[config.mk]
export PLATFORM = sky130hd
export DESIGN_NAME = token_bucket_packet_shaper_flat
export DESIGN_NICKNAME = d
export VERILOG_FILES = /design/src/design/tbps_pkg.sv /design/src/design/tbps_if.sv /design/src/design/tbps_queue.sv /design/src/design/tbps_shaper.sv /design/src/design/token_bucket_packet_shaper.sv /design/src/flat_wrapper.sv
export SDC_FILE = /design/constraint.sdc
export NUM_CORES = 1
export LEC_CHECK = 0
export BUFFER_PORTS_ARGS = -buffer_cell sky130_fd_sc_hd__buf_2
export CAP_MARGIN = 20
export CORE_MARGIN = 3
export CORE_UTILIZATION = 62
export CTS_CLUSTER_DIAMETER = 120
export DETAILED_ROUTE_END_ITERATION = 8
export PLACE_DENSITY = 0.8
export SYNTH_ARGS = -nofsm -noshare
export SYNTH_HDL_FRONTEND = slang
export SYNTH_SLANG_ARGS = --single-unit
[constraint.sdc]
create_clock -name clk_i -period 7.4 [get_ports clk_i]
set_input_delay 0.37 -clock clk_i [delete_from_list [all_inputs] [get_ports clk_i]]
set_output_delay 0.37 -clock clk_i [all_outputs]
set_load 0.02 [all_outputs]
[src/design/tbps_pkg.sv]
package tbps_pkg;

  localparam int unsigned FieldW = 16;
  localparam int unsigned CountW = 5;

  typedef enum logic [2:0] {
    OUT_TOKEN_KEPT    = 3'd0,
    OUT_TOKEN_DROPPED = 3'd1,
    OUT_PKT_QUEUED    = 3'd2,
    OUT_DROP_OVERSIZE = 3'd3,
    OUT_DROP_FULL     = 3'd4
  } outcome_e;

  typedef enum logic {
    MODE_TICK   = 1'b0,
    MODE_PACKET = 1'b1
  } mode_e;

  // request from the shaper to the wait queue
  typedef struct packed {
    logic              push;
    logic              pop;
    logic [FieldW-1:0] id;
    logic [FieldW-1:0] need;
  } queue_ctl_t;

  // wait queue status seen by the shaper
  typedef struct packed {
    logic              empty;
    logic              full;
    logic [FieldW-1:0] head_id;
    logic [FieldW-1:0] head_need;
  } queue_sts_t;

  // one result transaction
  typedef struct packed {
    outcome_e          outcome;
    logic              released;
    logic [FieldW-1:0] released_id;
    logic [FieldW-1:0] bucket_level;
    logic [CountW-1:0] queue_count;
  } result_t;

endpackage

[src/design/tbps_if.sv]
interface tbps_in_if;
  logic        valid;
  logic        ready;
  logic        mode;
  logic [15:0] packet_id;
  logic [15:0] tokens_needed;

  modport source (output valid, mode, packet_id, tokens_needed, input ready);
  modport sink   (input valid, mode, packet_id, tokens_needed, output ready);
endinterface

interface tbps_out_if;
  logic        valid;
  logic        ready;
  logic [2:0]  outcome;
  logic        released;
  logic [15:0] released_id;
  logic [15:0] bucket_level;
  logic [4:0]  queue_count;

  modport source (output valid, outcome, released, released_id, bucket_level, queue_count,
                  input ready);
  modport sink   (input valid, outcome, released, released_id, bucket_level, queue_count,
                  output ready);
endinterface

interface tbps_cfg_if;
  logic        valid;
  logic        ready;
  logic [15:0] data;

  modport source (output valid, data, input ready);
  modport sink   (input valid, data, output ready);
endinterface

[src/design/tbps_queue.sv]
module tbps_queue #(
  parameter int unsigned QUEUE_DEPTH = 16
) (
  input  logic                                  clk_i,
  input  logic                                  rst_ni,
  input  tbps_pkg::queue_ctl_t                  ctl_i,
  output tbps_pkg::queue_sts_t                  sts_o,
  output logic [$clog2(QUEUE_DEPTH+1)-1:0]      fill_nxt_o
);
  import tbps_pkg::*;

  localparam int unsigned AW = (QUEUE_DEPTH > 2) ? $clog2(QUEUE_DEPTH) : 1;
  localparam int unsigned FW = $clog2(QUEUE_DEPTH + 1);
  localparam int unsigned DW = 2 * FieldW;

  logic [DW-1:0] mem [QUEUE_DEPTH];
  logic [AW-1:0] head_q, head_d, tail_q, tail_d;
  logic [FW-1:0] fill_q, fill_d;
  logic [DW-1:0] head_data_q;
  logic [DW-1:0] wr_data;

  function automatic logic [AW-1:0] next_slot(input logic [AW-1:0] ptr);
    next_slot = (ptr == AW'(QUEUE_DEPTH - 1)) ? '0 : ptr + AW'(1);
  endfunction

  assign wr_data = {ctl_i.id, ctl_i.need};

  always_comb begin
    head_d = ctl_i.pop  ? next_slot(head_q) : head_q;
    tail_d = ctl_i.push ? next_slot(tail_q) : tail_q;
    fill_d = fill_q + FW'(ctl_i.push) - FW'(ctl_i.pop);
  end

  always_ff @(posedge clk_i or negedge rst_ni) begin
    if (!rst_ni) begin
      head_q <= '0;
      tail_q <= '0;
      fill_q <= '0;
    end else begin
      head_q <= head_d;
      tail_q <= tail_d;
      fill_q <= fill_d;
    end
  end

  // entry storage, head entry kept in a read register
  always_ff @(posedge clk_i) begin
    if (ctl_i.push) begin
      mem[tail_q] <= wr_data;
    end
    // a push into an empty queue lands on the next head
    if (ctl_i.push && (tail_q == head_d)) begin
      head_data_q <= wr_data;
    end else begin
      head_data_q <= mem[head_d];
    end
  end

  assign sts_o.empty     = (fill_q == '0);
  assign sts_o.full      = (fill_q == FW'(QUEUE_DEPTH));
  assign sts_o.head_id   = head_data_q[DW-1:FieldW];
  assign sts_o.head_need = head_data_q[FieldW-1:0];
  assign fill_nxt_o      = fill_d;

endmodule

[src/design/tbps_shaper.sv]
module tbps_shaper #(
  parameter int unsigned QUEUE_DEPTH = 16
) (
  input  logic                             clk_i,
  input  logic                             rst_ni,
  input  logic                             step_i,
  input  logic                             mode_i,
  input  logic [15:0]                      packet_id_i,
  input  logic [15:0]                      tokens_needed_i,
  input  logic [15:0]                      bucket_size_i,
  input  tbps_pkg::queue_sts_t             sts_i,
  input  logic [$clog2(QUEUE_DEPTH+1)-1:0] fill_nxt_i,
  output tbps_pkg::queue_ctl_t             ctl_o,
  output tbps_pkg::result_t                res_o
);
  import tbps_pkg::*;

  localparam int unsigned FW = $clog2(QUEUE_DEPTH + 1);

  logic [FieldW-1:0]    level_q, level_d;
  logic [FieldW-1:0]    tick_level;
  logic [FW+CountW-1:0] fill_ext;

  // queue count goes out as its low five bits
  assign fill_ext = {{CountW{1'b0}}, fill_nxt_i};

  always_comb begin
    ctl_o            = '0;
    ctl_o.id         = packet_id_i;
    ctl_o.need       = tokens_needed_i;
    res_o            = '0;
    level_d          = level_q;
    tick_level       = level_q;
    if (mode_i == MODE_TICK) begin
      if (level_q < bucket_size_i) begin
        tick_level    = level_q + FieldW'(1);
        res_o.outcome = OUT_TOKEN_KEPT;
      end else begin
        res_o.outcome = OUT_TOKEN_DROPPED;
      end
      level_d = tick_level;
      if (!sts_i.empty && (tick_level >= sts_i.head_need)) begin
        level_d           = tick_level - sts_i.head_need;
        res_o.released    = 1'b1;
        res_o.released_id = sts_i.head_id;
        ctl_o.pop         = step_i;
      end
    end else if (tokens_needed_i > bucket_size_i) begin
      res_o.outcome = OUT_DROP_OVERSIZE;
    end else if (sts_i.empty && (level_q >= tokens_needed_i)) begin
      // straight through, never stored
      level_d           = level_q - tokens_needed_i;
      res_o.outcome     = OUT_PKT_QUEUED;
      res_o.released    = 1'b1;
      res_o.released_id = packet_id_i;
    end else if (sts_i.full) begin
      res_o.outcome = OUT_DROP_FULL;
    end else begin
      res_o.outcome = OUT_PKT_QUEUED;
      ctl_o.push    = step_i;
    end
    res_o.bucket_level = level_d;
    res_o.queue_count  = fill_ext[CountW-1:0];
  end

  always_ff @(posedge clk_i or negedge rst_ni) begin
    if (!rst_ni) begin
      level_q <= '0;
    end else if (step_i) begin
      level_q <= level_d;
    end
  end

endmodule

[src/design/token_bucket_packet_shaper.sv]
// channel  | dir | modport | payload
// pkt_in   | in  | sink    | mode, packet_id, tokens_needed
// res_out  | out | source  | outcome, released, released_id, bucket_level, queue_count
// cfg_wr   | in  | sink    | data (bucket_size), always ready
//
// one transaction per cycle sustained while res_out is not stalled; an accepted input
// moves from the input register, through the bucket and queue update, into the result register
// the bucket level and queue pointers update in the same cycle that makes the result,
// so the next item sees them with no gap
// rst_ni clears the bucket, the queue pointers and both stage valids; bucket_size
// comes out of reset at 10, queue storage is not cleared
// a stalled result holds in the result register while one more item waits in the
// input register; pkt_in.ready drops only when both are full and res_out is stalled
module token_bucket_packet_shaper #(
  parameter int unsigned QUEUE_DEPTH = 16
) (
  input  logic       clk_i,
  input  logic       rst_ni,
  tbps_in_if.sink    pkt_in,
  tbps_out_if.source res_out,
  tbps_cfg_if.sink   cfg_wr
);
  import tbps_pkg::*;

  localparam int unsigned FW = $clog2(QUEUE_DEPTH + 1);
  localparam logic [FieldW-1:0] BucketSizeRst = FieldW'(10);

  // configuration register
  logic [FieldW-1:0] bucket_size_q;

  // input stage
  logic              in_valid_q, in_valid_d;
  logic              in_mode_q;
  logic [FieldW-1:0] in_id_q;
  logic [FieldW-1:0] in_need_q;

  // result stage
  logic              out_valid_q, out_valid_d;
  result_t           out_res_q;

  // step datapath
  logic              in_fire;
  logic              advance;
  queue_ctl_t        q_ctl;
  queue_sts_t        q_sts;
  logic [FW-1:0]     q_fill_nxt;
  result_t           step_res;

  // the input stage moves on whenever the result register is free or draining
  assign advance      = in_valid_q && (!out_valid_q || res_out.ready);
  assign pkt_in.ready = !in_valid_q || advance;
  assign in_fire      = pkt_in.valid && pkt_in.ready;

  always_comb begin
    in_valid_d = in_valid_q;
    if (in_fire) begin
      in_valid_d = 1'b1;
    end else if (advance) begin
      in_valid_d = 1'b0;
    end
  end

  always_comb begin
    out_valid_d = out_valid_q;
    if (advance) begin
      out_valid_d = 1'b1;
    end else if (res_out.ready) begin
      out_valid_d = 1'b0;
    end
  end

  always_ff @(posedge clk_i or negedge rst_ni) begin
    if (!rst_ni) begin
      in_valid_q  <= 1'b0;
      out_valid_q <= 1'b0;
    end else begin
      in_valid_q  <= in_valid_d;
      out_valid_q <= out_valid_d;
    end
  end

  // payload registers, no reset
  always_ff @(posedge clk_i) begin
    if (in_fire) begin
      in_mode_q <= pkt_in.mode;
      in_id_q   <= pkt_in.packet_id;
      in_need_q <= pkt_in.tokens_needed;
    end
    if (advance) begin
      out_res_q <= step_res;
    end
  end

  // bucket size, written only while idle: a rule for the user, the block itself does not enforce it
  assign cfg_wr.ready = 1'b1;

  always_ff @(posedge clk_i or negedge rst_ni) begin
    if (!rst_ni) begin
      bucket_size_q <= BucketSizeRst;
    end else if (cfg_wr.valid) begin
      bucket_size_q <= cfg_wr.data;
    end
  end

  // token bucket and release decision
  tbps_shaper #(
    .QUEUE_DEPTH (QUEUE_DEPTH)
  ) u_shaper (
    .clk_i           (clk_i),
    .rst_ni          (rst_ni),
    .step_i          (advance),
    .mode_i          (in_mode_q),
    .packet_id_i     (in_id_q),
    .tokens_needed_i (in_need_q),
    .bucket_size_i   (bucket_size_q),
    .sts_i           (q_sts),
    .fill_nxt_i      (q_fill_nxt),
    .ctl_o           (q_ctl),
    .res_o           (step_res)
  );

  // packet wait queue with a registered head entry
  tbps_queue #(
    .QUEUE_DEPTH (QUEUE_DEPTH)
  ) u_queue (
    .clk_i      (clk_i),
    .rst_ni     (rst_ni),
    .ctl_i      (q_ctl),
    .sts_o      (q_sts),
    .fill_nxt_o (q_fill_nxt)
  );

  assign res_out.valid        = out_valid_q;
  assign res_out.outcome      = out_res_q.outcome;
  assign res_out.released     = out_res_q.released;
  assign res_out.released_id  = out_res_q.released_id;
  assign res_out.bucket_level = out_res_q.bucket_level;
  assign res_out.queue_count  = out_res_q.queue_count;

endmodule

[src/flat_wrapper.sv]
// flat-port wrapper written by rule: the top's interface ports become plain ports
module token_bucket_packet_shaper_flat import tbps_pkg::*;
#(
  parameter int unsigned QUEUE_DEPTH = 16
)
  (clk_i, rst_ni, pkt_in_valid, pkt_in_mode, pkt_in_packet_id, pkt_in_tokens_needed, pkt_in_ready, res_out_valid, res_out_outcome, res_out_released, res_out_released_id, res_out_bucket_level, res_out_queue_count, res_out_ready, cfg_wr_valid, cfg_wr_data, cfg_wr_ready);
  tbps_in_if pkt_in_i ();
  tbps_out_if res_out_i ();
  tbps_cfg_if cfg_wr_i ();
  input  logic clk_i;
  input  logic rst_ni;
  input wire logic [$bits(pkt_in_i.valid)-1:0] pkt_in_valid;
  input wire logic [$bits(pkt_in_i.mode)-1:0] pkt_in_mode;
  input wire logic [$bits(pkt_in_i.packet_id)-1:0] pkt_in_packet_id;
  input wire logic [$bits(pkt_in_i.tokens_needed)-1:0] pkt_in_tokens_needed;
  output wire logic [$bits(pkt_in_i.ready)-1:0] pkt_in_ready;
  output wire logic [$bits(res_out_i.valid)-1:0] res_out_valid;
  output wire logic [$bits(res_out_i.outcome)-1:0] res_out_outcome;
  output wire logic [$bits(res_out_i.released)-1:0] res_out_released;
  output wire logic [$bits(res_out_i.released_id)-1:0] res_out_released_id;
  output wire logic [$bits(res_out_i.bucket_level)-1:0] res_out_bucket_level;
  output wire logic [$bits(res_out_i.queue_count)-1:0] res_out_queue_count;
  input wire logic [$bits(res_out_i.ready)-1:0] res_out_ready;
  input wire logic [$bits(cfg_wr_i.valid)-1:0] cfg_wr_valid;
  input wire logic [$bits(cfg_wr_i.data)-1:0] cfg_wr_data;
  output wire logic [$bits(cfg_wr_i.ready)-1:0] cfg_wr_ready;
  assign pkt_in_i.valid = pkt_in_valid;
  assign pkt_in_i.mode = pkt_in_mode;
  assign pkt_in_i.packet_id = pkt_in_packet_id;
  assign pkt_in_i.tokens_needed = pkt_in_tokens_needed;
  assign pkt_in_ready = pkt_in_i.ready;
  assign res_out_valid = res_out_i.valid;
  assign res_out_outcome = res_out_i.outcome;
  assign res_out_released = res_out_i.released;
  assign res_out_released_id = res_out_i.released_id;
  assign res_out_bucket_level = res_out_i.bucket_level;
  assign res_out_queue_count = res_out_i.queue_count;
  assign res_out_i.ready = res_out_ready;
  assign cfg_wr_i.valid = cfg_wr_valid;
  assign cfg_wr_i.data = cfg_wr_data;
  assign cfg_wr_ready = cfg_wr_i.ready;
  token_bucket_packet_shaper #(.QUEUE_DEPTH(QUEUE_DEPTH)) u_core (.clk_i(clk_i), .rst_ni(rst_ni), .pkt_in(pkt_in_i), .res_out(res_out_i), .cfg_wr(cfg_wr_i));
endmodule
==> metrics.txt, run 1 <==
# TYPE chip_impl_metric gauge
chip_impl_info{name="status",value="completed"} 1
chip_impl_metric{name="area_delta_synth_final",unit="%"} 13.9
chip_impl_metric{name="finalSetupViolations",unit=""} 0
chip_impl_metric{name="timing.final.max_slew_violations",unit=""} 0
chip_impl_metric{name="chipHeight",unit="microns"} 216
chip_impl_info{name="grt_setup_unrepaired",value="no"} 1
chip_impl_metric{name="starting_density_of_the_core",unit="%"} 63.1
chip_impl_metric{name="slowest_delay",unit="ns"} 0.54
chip_impl_metric{name="syn-cell-area",unit="sq mm"} 0.0274
chip_impl_metric{name="number_of_cell_rows",unit=""} 76
chip_impl_metric{name="timing.critical_path.fanout_max",unit=""} 23
chip_impl_metric{name="clock_sink_count",unit=""} 637
chip_impl_metric{name="drt.antenna.violating_nets",unit=""} 0
chip_impl_metric{name="ctsResizeCount",unit=""} 0
chip_impl_metric{name="synth_top_cell_area_share",unit="%"} 64.3
chip_impl_metric{name="grt_pass1_wl",unit="microns"} 102000
chip_impl_info{name="critical_path.endpoint_type",value="register"} 1
chip_impl_metric{name="grt_start_max_net_pins",unit=""} 57
chip_impl_metric{name="asyncSetResetFlopFracSynth",unit="%"} 7.38
chip_impl_metric{name="area.sequential",unit="sq mm"} 0.0189
chip_impl_metric{name="chipWidth",unit="microns"} 216
chip_impl_metric{name="detailroute.wirelength.met3",unit="microns"} 6280
chip_impl_metric{name="timing.clock.skew",unit="ns"} 0.0178
chip_impl_metric{name="final_layout_size_suffix_gt1_share",unit="%"} 24.6
chip_impl_metric{name="dpl-instance-area",unit="sq mm"} 0.0287
chip_impl_metric{name="core_area",unit="sq mm"} 0.0434
chip_impl_metric{name="ir_drop",unit="V"} 0.000232
chip_impl_metric{name="die-area",unit="sq mm"} 0.0467
chip_impl_metric{name="grt_antenna_before_repair",unit=""} 1
chip_impl_metric{name="post-dp-hpwl",unit="microns"} 37800
chip_impl_metric{name="routedLengthMet1",unit="microns"} 25400
chip_impl_metric{name="wl",unit="microns"} 67500
chip_impl_metric{name="count_of_pins_on_the_block_boundary",unit=""} 98
chip_impl_metric{name="power.static_leakage",unit="uW"} 0.0108
chip_impl_metric{name="detailedRoute.firstIterationViolations",unit=""} 1931
chip_impl_metric{name="post_synth_edffs",unit=""} 586
chip_impl_metric{name="finalWeightedCongestion",unit=""} 0.923
chip_impl_metric{name="clock_power_share",unit="%"} 26.4
chip_impl_info{name="path_delay_family",value="simple AND/OR/NAND/NOR gates"} 1
chip_impl_metric{name="multi_input_comb_area",unit="sq mm"} 0.00806
chip_impl_metric{name="finalPower",unit="uW"} 11600
chip_impl_metric{name="fin_cells",unit=""} 2351
chip_impl_metric{name="grt_use_total",unit="%"} 29.8
chip_impl_info{name="critical_path.slowest_cell",value="nor3b_2"} 1
chip_impl_metric{name="first_global_vias",unit=""} 15900
chip_impl_metric{name="cp.arrival",unit="ns"} 6.69
chip_impl_metric{name="drt_drc_violations_left",unit=""} 0
chip_impl_info{name="cts_tree",value="yes"} 1
chip_impl_metric{name="post_drt_via_cell_ratio",unit=""} 6.62
chip_impl_info{name="synth_top_area_cells",value="edfxtp_1 (64%), mux4_2 (13%), dfrtp_1 (4.1%)"} 1
chip_impl_metric{name="met2RoutedLength",unit="microns"} 33300
chip_impl_info{name="highest_metal_used",value="met4"} 1
chip_impl_metric{name="worst_slew_slack_as_a_fraction_of_its_limit",unit="%"} 39.3
chip_impl_metric{name="yosys_register_bits",unit=""} 637
chip_impl_metric{name="power.density",unit="mW/mm^2"} 371
chip_impl_metric{name="cap_violations",unit=""} 0
chip_impl_metric{name="design_area",unit="sq mm"} 0.0312
chip_impl_metric{name="htree_num_levels",unit=""} 2
chip_impl_metric{name="critPathRequiredTime",unit="ns"} 7.77
chip_impl_metric{name="clk_pin_slew",unit="ns"} 0.07
chip_impl_metric{name="clkLatencyLatePin",unit="ns"} 0.63
chip_impl_metric{name="period_minus_slack",unit="ns"} 6.31
chip_impl_metric{name="total_switching_power",unit="uW"} 3850
chip_impl_metric{name="yosysUniqueCellTypes",unit=""} 90
chip_impl_info{name="category_of_the_worst_setup_path_launch_point",value="register"} 1
chip_impl_metric{name="yosys_warnings",unit=""} 0
chip_impl_metric{name="worst_case_clock_buffer_depth",unit=""} 3
chip_impl_metric{name="placed_cells_incl_taps",unit=""} 2186
chip_impl_metric{name="max_clock_freq",unit="GHz"} 0.158
chip_impl_info{name="synth.most_common_cell",value="edfxtp_1"} 1
chip_impl_metric{name="power.combinational.fraction",unit="%"} 33.7
chip_impl_metric{name="synth.net_count",unit=""} 1668
chip_impl_metric{name="tns",unit="ns"} 0
chip_impl_metric{name="synthesis.area_per_instance",unit="sq um"} 17.8
chip_impl_info{name="synth_top_cells_by_count",value="edfxtp_1 (586), mux4_2 (159), nand2_1 (79), ha_1 (75), inv_1 (72)"} 1
chip_impl_info{name="type_of_the_tightest_min_delay_check",value="input port to register"} 1
chip_impl_metric{name="avgRoutedWirePerCell",unit="microns"} 28.7
chip_impl_metric{name="synth_sequential_area_ratio",unit="%"} 68.9
chip_impl_info{name="cts-root-buf",value="clkbuf_16"} 1
chip_impl_metric{name="cell_internal_pwr",unit="uW"} 7710
chip_impl_info{name="setup.worst_path.class",value="register to register"} 1
chip_impl_metric{name="port_buffers",unit=""} 96
chip_impl_metric{name="design.final.nets",unit=""} 1846
chip_impl_metric{name="p_sw_share",unit="%"} 33.3
chip_impl_metric{name="worst-path-buf-inv",unit=""} 4
chip_impl_metric{name="routed-via-count",unit=""} 15600
chip_impl_metric{name="final_hold_viol_count",unit=""} 0
chip_impl_metric{name="postSynthCellCount",unit=""} 1536
chip_impl_metric{name="overflow",unit=""} 0
chip_impl_info{name="dominantRegCellSynth",value="edfxtp_1"} 1
chip_impl_metric{name="firstDrtPassIters",unit=""} 6
chip_impl_metric{name="worst_pin_slew",unit="ns"} 0.906
chip_impl_metric{name="nFillCells",unit=""} 2629
chip_impl_metric{name="part_of_the_total_power_dissipated_in_sequential_elements",unit="%"} 39.9
chip_impl_metric{name="layout_worst_path_cycle_share",unit="%"} 85.3
chip_impl_info{name="post-synth-top-area-cell",value="edfxtp_1"} 1
chip_impl_metric{name="cts-buffers-inserted",unit=""} 60
==> cell usage in the layout (no fill, tap or decap), types with 12 or more instances in the layout <==
cell type,n
edfxtp_1,586
mux4_2,159
buf_2,96
nand2_1,79
ha_1,75
inv_1,71
clkbuf_16,61
dlygate4sd3_1,51
a21oi_1,49
dfrtp_1,45
nor2_1,38
o21ai_0,35
buf_4,31
xnor2_1,30
nand3_1,26
a21o_1,23
a22o_1,17
nand4_1,14
nor3_1,14
nor2_4,14
clkinv_1,14
xor2_1,13
clkbuf_1,13
a31oi_1,12
==> worst reg2reg max path, delay by kind of cell (launching register included) <==
family	cells	cell delay, ns
flip-flops	1	0.52
AO/OA/AOI/OAI	5	1.27
AND/OR/NAND/NOR	10	2.19
XOR/XNOR	2	0.31
adder cells (fa/ha/maj)	5	1.53
buffers and inverters	4	0.24
==> cell families (layout without fill, tap and decap cells) <==
group	Yosys count	count (layout)	synth area share (%)
compound gates	216	216	5.60
xor+xnor	43	43	1.38
fa+ha+maj	78	78	3.65
buf+inv	137	366	2.01
flops	637	637	68.9
mux	175	175	13.7
other cells	1	2	0.0137
simple gates	249	249	4.70
==> power by group through the flow <==
stage	combinational, uW	clock (uW)	sequential, uW
6_report	3900	3060	4610
4_1_cts	3860	3100	4610
3_3_place_gp	3710	0	4650
5_1_grt	4190	3240	4650
3_5_place_dp	3770	0	4670
2_1_floorplan	2930	0	4530
==> state kept, by name, indices dropped and copies added (netlist names), named ones only <==
signal,flops
u_core.in_id_q,16
u_core.bucket_size_q,16
u_core.res_out.outcome,3
u_core.in_valid_q,1
u_core.res_out.valid,1
u_core.in_mode_q,1
u_core.u_queue.mem,512
u_core.u_queue.tail_q,4
u_core.u_queue.head_q,4
u_core.res_out.released_id,16
u_core.u_queue.fill_q,5
u_core.res_out.released,1
u_core.res_out.bucket_level,16
u_core.res_out.queue_count,5
u_core.in_need_q,16
u_core.u_shaper.level_q,16
==> layer usage <==
| metal | vias up | global-route usage, % |
|---|---|---|
| li1 | 6530 | - |
| met1 | 7897 | 40.4 |
| met2 | 953 | 49.0 |
| met3 | 180 | 5.94 |
| met4 | 0 | 10.7 |
| met5 | - | 0 |
==> per-stage QoR <==
step / hold WS (ns) / util, % / setup slack (ns)
after floorplan: 0.0744 / - / 1.51
after global placement: 0.479 / 66.1 / 1.26
after detailed placement: 0.478 / 66.1 / 1.14
after CTS: 0.0565 / 71.8 / 1.12
after global routing: 0.0986 / 71.8 / 0.623
final: 0.0798 / 71.8 / 1.09
==> area by class of cell <==
type	count	share of cell area [%]
timing repair buffer	179	3.99
clock buffer	76	5.15
multi-input combinational	762	25.9
tap	585	2.35
antenna	1	0.00803
clock inverter	37	1.18
sequential	637	60.6
inverter	74	0.892
==> path summary, 6_finish.rpt <==
| path | start | slack (ns) | end | cells after the start |
|---|---|---|---|---|
| max | u_core.bucket_size_q[1]$_DFFE_PN1P_ | 1.09 | u_core.res_out.queue_count[4]$_DFFE_PP_ | 26 |
| min | res_out_ready | 0.08 | u_core.res_out.valid$_DFFE_PN0P_ | 3 |
| max reg2reg | u_core.bucket_size_q[1]$_DFFE_PN1P_ | 1.09 | u_core.res_out.queue_count[4]$_DFFE_PP_ | 26 |
| min reg2reg | u_core.u_queue.head_q[3]$_DFF_PN0_ | 0.51 | u_core.u_queue.head_q[3]$_DFF_PN0_ | 1 |
| max in group asynchronous | rst_ni | 6.49 | u_core.bucket_size_q[15]$_DFFE_PN0P_ | 3 |
| min in group asynchronous | rst_ni | 0.40 | u_core.in_valid_q$_DFFE_PN0P_ | 3 |
==> repair_timing <==
item / CTS / global route
hold buffers: 51 / 0
endpoints found under the hold margin: 95 / 0
setup buffers: 0 / 0
Power figures use the tool's default switching activity.
==> inputs of run 2 (changes only) <==
--- a/config.mk
+++ b/config.mk
@@ -7,7 +7,7 @@
 export LEC_CHECK = 0
 export BUFFER_PORTS_ARGS = -buffer_cell sky130_fd_sc_hd__buf_2
 export CAP_MARGIN = 20
-export CORE_MARGIN = 3
+export CORE_MARGIN = 2
 export CORE_UTILIZATION = 62
 export CTS_CLUSTER_DIAMETER = 120
 export DETAILED_ROUTE_END_ITERATION = 8
==> metrics.txt, run 2 (synthesis results as in run 1) <==
# TYPE chip_impl_metric gauge
chip_impl_metric{name="timing.final.max_slew_violations",unit=""} 0
chip_impl_metric{name="worst_slew_slack_as_a_fraction_of_its_limit",unit="%"} 37.3
chip_impl_metric{name="tns",unit="ns"} 0
chip_impl_metric{name="period_minus_slack",unit="ns"} 6.61
chip_impl_metric{name="finalPower",unit="uW"} 11700
chip_impl_info{name="worstReg2RegStart",value="u_core.bucket_size_q[1]$_DFFE_PN1P_"} 1
chip_impl_metric{name="design.final.nets",unit=""} 1846
chip_impl_metric{name="cap_violations",unit=""} 0
chip_impl_info{name="cts_tree",value="yes"} 1
chip_impl_metric{name="post-cts-setup-buffer-count",unit=""} 0
chip_impl_metric{name="worst_pin_slew",unit="ns"} 0.938
chip_impl_metric{name="area_delta_synth_final",unit="%"} 14.0
chip_impl_metric{name="routed-via-count",unit=""} 15400
chip_impl_metric{name="detailedRoute.firstIterationViolations",unit=""} 1791
chip_impl_metric{name="number_of_cell_rows",unit=""} 76
chip_impl_metric{name="grt_start_max_net_pins",unit=""} 76
chip_impl_metric{name="overflow",unit=""} 0
chip_impl_info{name="final_cell_mix",value="edfxtp_1 (586), mux4_2 (159), buf_2 (96)"} 1
chip_impl_metric{name="max_reg_flops",unit=""} 512
chip_impl_metric{name="count_of_pins_on_the_block_boundary",unit=""} 98
chip_impl_metric{name="max_clock_freq",unit="GHz"} 0.151
chip_impl_metric{name="starting_density_of_the_core",unit="%"} 63.2
chip_impl_info{name="critical_path.endpoint_type",value="register"} 1
chip_impl_metric{name="firstDrtPassIters",unit=""} 8
chip_impl_metric{name="power.static_leakage",unit="uW"} 0.0108
chip_impl_info{name="type_of_the_tightest_min_delay_check",value="input port to register"} 1
chip_impl_metric{name="grt_pass1_wl",unit="microns"} 100000
chip_impl_metric{name="htree_num_levels",unit=""} 2
chip_impl_metric{name="first_global_vias",unit=""} 15700
chip_impl_metric{name="worst_case_clock_buffer_depth",unit=""} 3
chip_impl_metric{name="clk_pin_slew",unit="ns"} 0.06
chip_impl_metric{name="finalWeightedCongestion",unit=""} 0.955
chip_impl_metric{name="cts-buffers-inserted",unit=""} 60
chip_impl_metric{name="nFillCells",unit=""} 2564
chip_impl_info{name="largest_register_by_flop_count",value="u_core.u_queue.mem"} 1
chip_impl_info{name="timing.hold.worst_endpoint",value="u_core.res_out.valid$_DFFE_PN0P_"} 1
chip_impl_metric{name="wl",unit="microns"} 67800
chip_impl_metric{name="final.setup.worst_slack",unit="ns"} 0.786
chip_impl_metric{name="dpl-instance-area",unit="sq mm"} 0.0287
chip_impl_metric{name="fin_cells",unit=""} 2349
chip_impl_info{name="setup.worst_path.class",value="register to register"} 1
chip_impl_metric{name="timing.critical_path.fanout_max",unit=""} 23
chip_impl_metric{name="cp.arrival",unit="ns"} 6.98
chip_impl_metric{name="chipHeight",unit="microns"} 214
chip_impl_metric{name="placed_cells_incl_taps",unit=""} 2186
chip_impl_metric{name="finalSetupViolations",unit=""} 0
chip_impl_metric{name="grt_use_total",unit="%"} 29.9
chip_impl_metric{name="clock_sink_count",unit=""} 637
chip_impl_metric{name="dp_worst_setup_slack",unit="ns"} 0.885
chip_impl_info{name="mostFrequentLayoutCell",value="edfxtp_1"} 1
chip_impl_metric{name="reg2reg_slack",unit="ns"} 0.79
chip_impl_metric{name="avgRoutedWirePerCell",unit="microns"} 28.9
chip_impl_metric{name="antennaDiodeCount",unit=""} 0
chip_impl_metric{name="core_area",unit="sq mm"} 0.0433
chip_impl_metric{name="final_layout_size_suffix_gt1_share",unit="%"} 25.2
chip_impl_metric{name="drt.antenna.violating_nets",unit=""} 0
chip_impl_info{name="crit-reg2reg-capture",value="u_core.res_out.queue_count[4]$_DFFE_PP_"} 1
chip_impl_metric{name="design_area",unit="sq mm"} 0.0312
chip_impl_metric{name="power.density",unit="mW/mm^2"} 375
chip_impl_metric{name="r2r_cells",unit=""} 26
chip_impl_metric{name="chipWidth",unit="microns"} 214
chip_impl_metric{name="cts.hold.buffers_added",unit=""} 51
chip_impl_info{name="grt_setup_unrepaired",value="no"} 1
chip_impl_metric{name="drt_drc_violations_left",unit=""} 0
chip_impl_metric{name="timing.clock.skew",unit="ns"} 0.0186
chip_impl_metric{name="die-area",unit="sq mm"} 0.0458
chip_impl_metric{name="post-dp-hpwl",unit="microns"} 38800
chip_impl_metric{name="post_drt_via_cell_ratio",unit=""} 6.55
chip_impl_metric{name="ir_drop",unit="V"} 0.000260
chip_impl_info{name="status",value="completed"} 1
chip_impl_metric{name="port_buffers",unit=""} 96
chip_impl_metric{name="critPathRequiredTime",unit="ns"} 7.76
chip_impl_info{name="hold_path.startpoint",value="res_out_ready"} 1
chip_impl_info{name="cts-root-buf",value="clkbuf_16"} 1
chip_impl_metric{name="clkLatencyLatePin",unit="ns"} 0.62
chip_impl_metric{name="final_hold_viol_count",unit=""} 0
chip_impl_info{name="category_of_the_worst_setup_path_launch_point",value="register"} 1
chip_impl_metric{name="ctsResizeCount",unit=""} 0
chip_impl_metric{name="layout_worst_path_cycle_share",unit="%"} 89.4
chip_impl_metric{name="grt_antenna_before_repair",unit=""} 1
chip_impl_metric{name="worst_hold_path.num_cells",unit=""} 3
## run 2: where the power goes
group	leakage (uW)	internal, uW	switching (uW)
sequential	0.00592	4230	346
clock	0.000983	1790	1330
combinational	0.00390	1740	2250
## run 2: metrics by stage
| stage | hold WS [ns] | util [%] |
|---|---|---|
| 2_1_floorplan | 0.0744 | - |
| 3_3_place_gp | 0.475 | 66.3 |
| 3_5_place_dp | 0.497 | 66.3 |
| 4_1_cts | 0.0312 | 72.1 |
| 5_1_grt | 0.0957 | 72.1 |
| 6_report | 0.0667 | 72.1 |
## run 2: final cells by class
type | instances | area (sq um) | share of cell area [%]
Multi-Input combinational cell | 762 | 8060 | 25.8
Clock inverter | 47 | 460 | 1.48
Sequential cell | 637 | 18900 | 60.5
Inverter | 74 | 278 | 0.890
Clock buffer | 65 | 1540 | 4.94
Tap cell | 585 | 732 | 2.35
Timing Repair Buffer | 179 | 1260 | 4.03
## run 2: how the worst max path moves through the flow
stage                                        start                                      end  slack (ns)
2_1_floorplan                             register  u_core.res_out.queue_count[4]$_DFFE_PP_        1.51
3_3_place_gp   u_core.bucket_size_q[1]$_DFFE_PN1P_  u_core.res_out.queue_count[4]$_DFFE_PP_        0.97
3_5_place_dp   u_core.bucket_size_q[1]$_DFFE_PN1P_  u_core.res_out.queue_count[4]$_DFFE_PP_        0.88
4_1_cts        u_core.bucket_size_q[1]$_DFFE_PN1P_  u_core.res_out.queue_count[4]$_DFFE_PP_        0.81
5_1_grt        u_core.bucket_size_q[1]$_DFFE_PN1P_  u_core.res_out.queue_count[4]$_DFFE_PP_        0.39
6_report       u_core.bucket_size_q[1]$_DFFE_PN1P_  u_core.res_out.queue_count[4]$_DFFE_PP_        0.79
## run 2: critical path, cell delays in order (launching register included)
cell and delay, ns:
dfstp_2 0.51, inv_1 0.06, ha_1 0.31, a2111oi_4 0.31, nor4_2 0.13, o31ai_1 0.31, nor3b_2 0.56, nand2_1 0.14
xnor2_1 0.21, ha_1 0.43, a21o_1 0.19, a21o_1 0.27, a21oi_1 0.08, or3b_2 0.46, a21o_1 0.24, a31o_4 0.33
nor3_4 0.38, ha_1 0.32, inv_1 0.06, ha_1 0.15, inv_1 0.06, fa_1 0.43, inv_1 0.07, a21oi_1 0.06
nor2_1 0.09, nor2_1 0.05, xnor2_1 0.13
## run 2: layer usage
metal	part of all wire [%]	routed length, microns	up-vias	track usage (%)
li1	-	-	6524	-
met1	39	26500	7894	41.6
met2	50	34100	849	49.9
met3	8.1	5490	130	4.67
met4	2.6	1790	0	8.81
met5	0	0	-	0
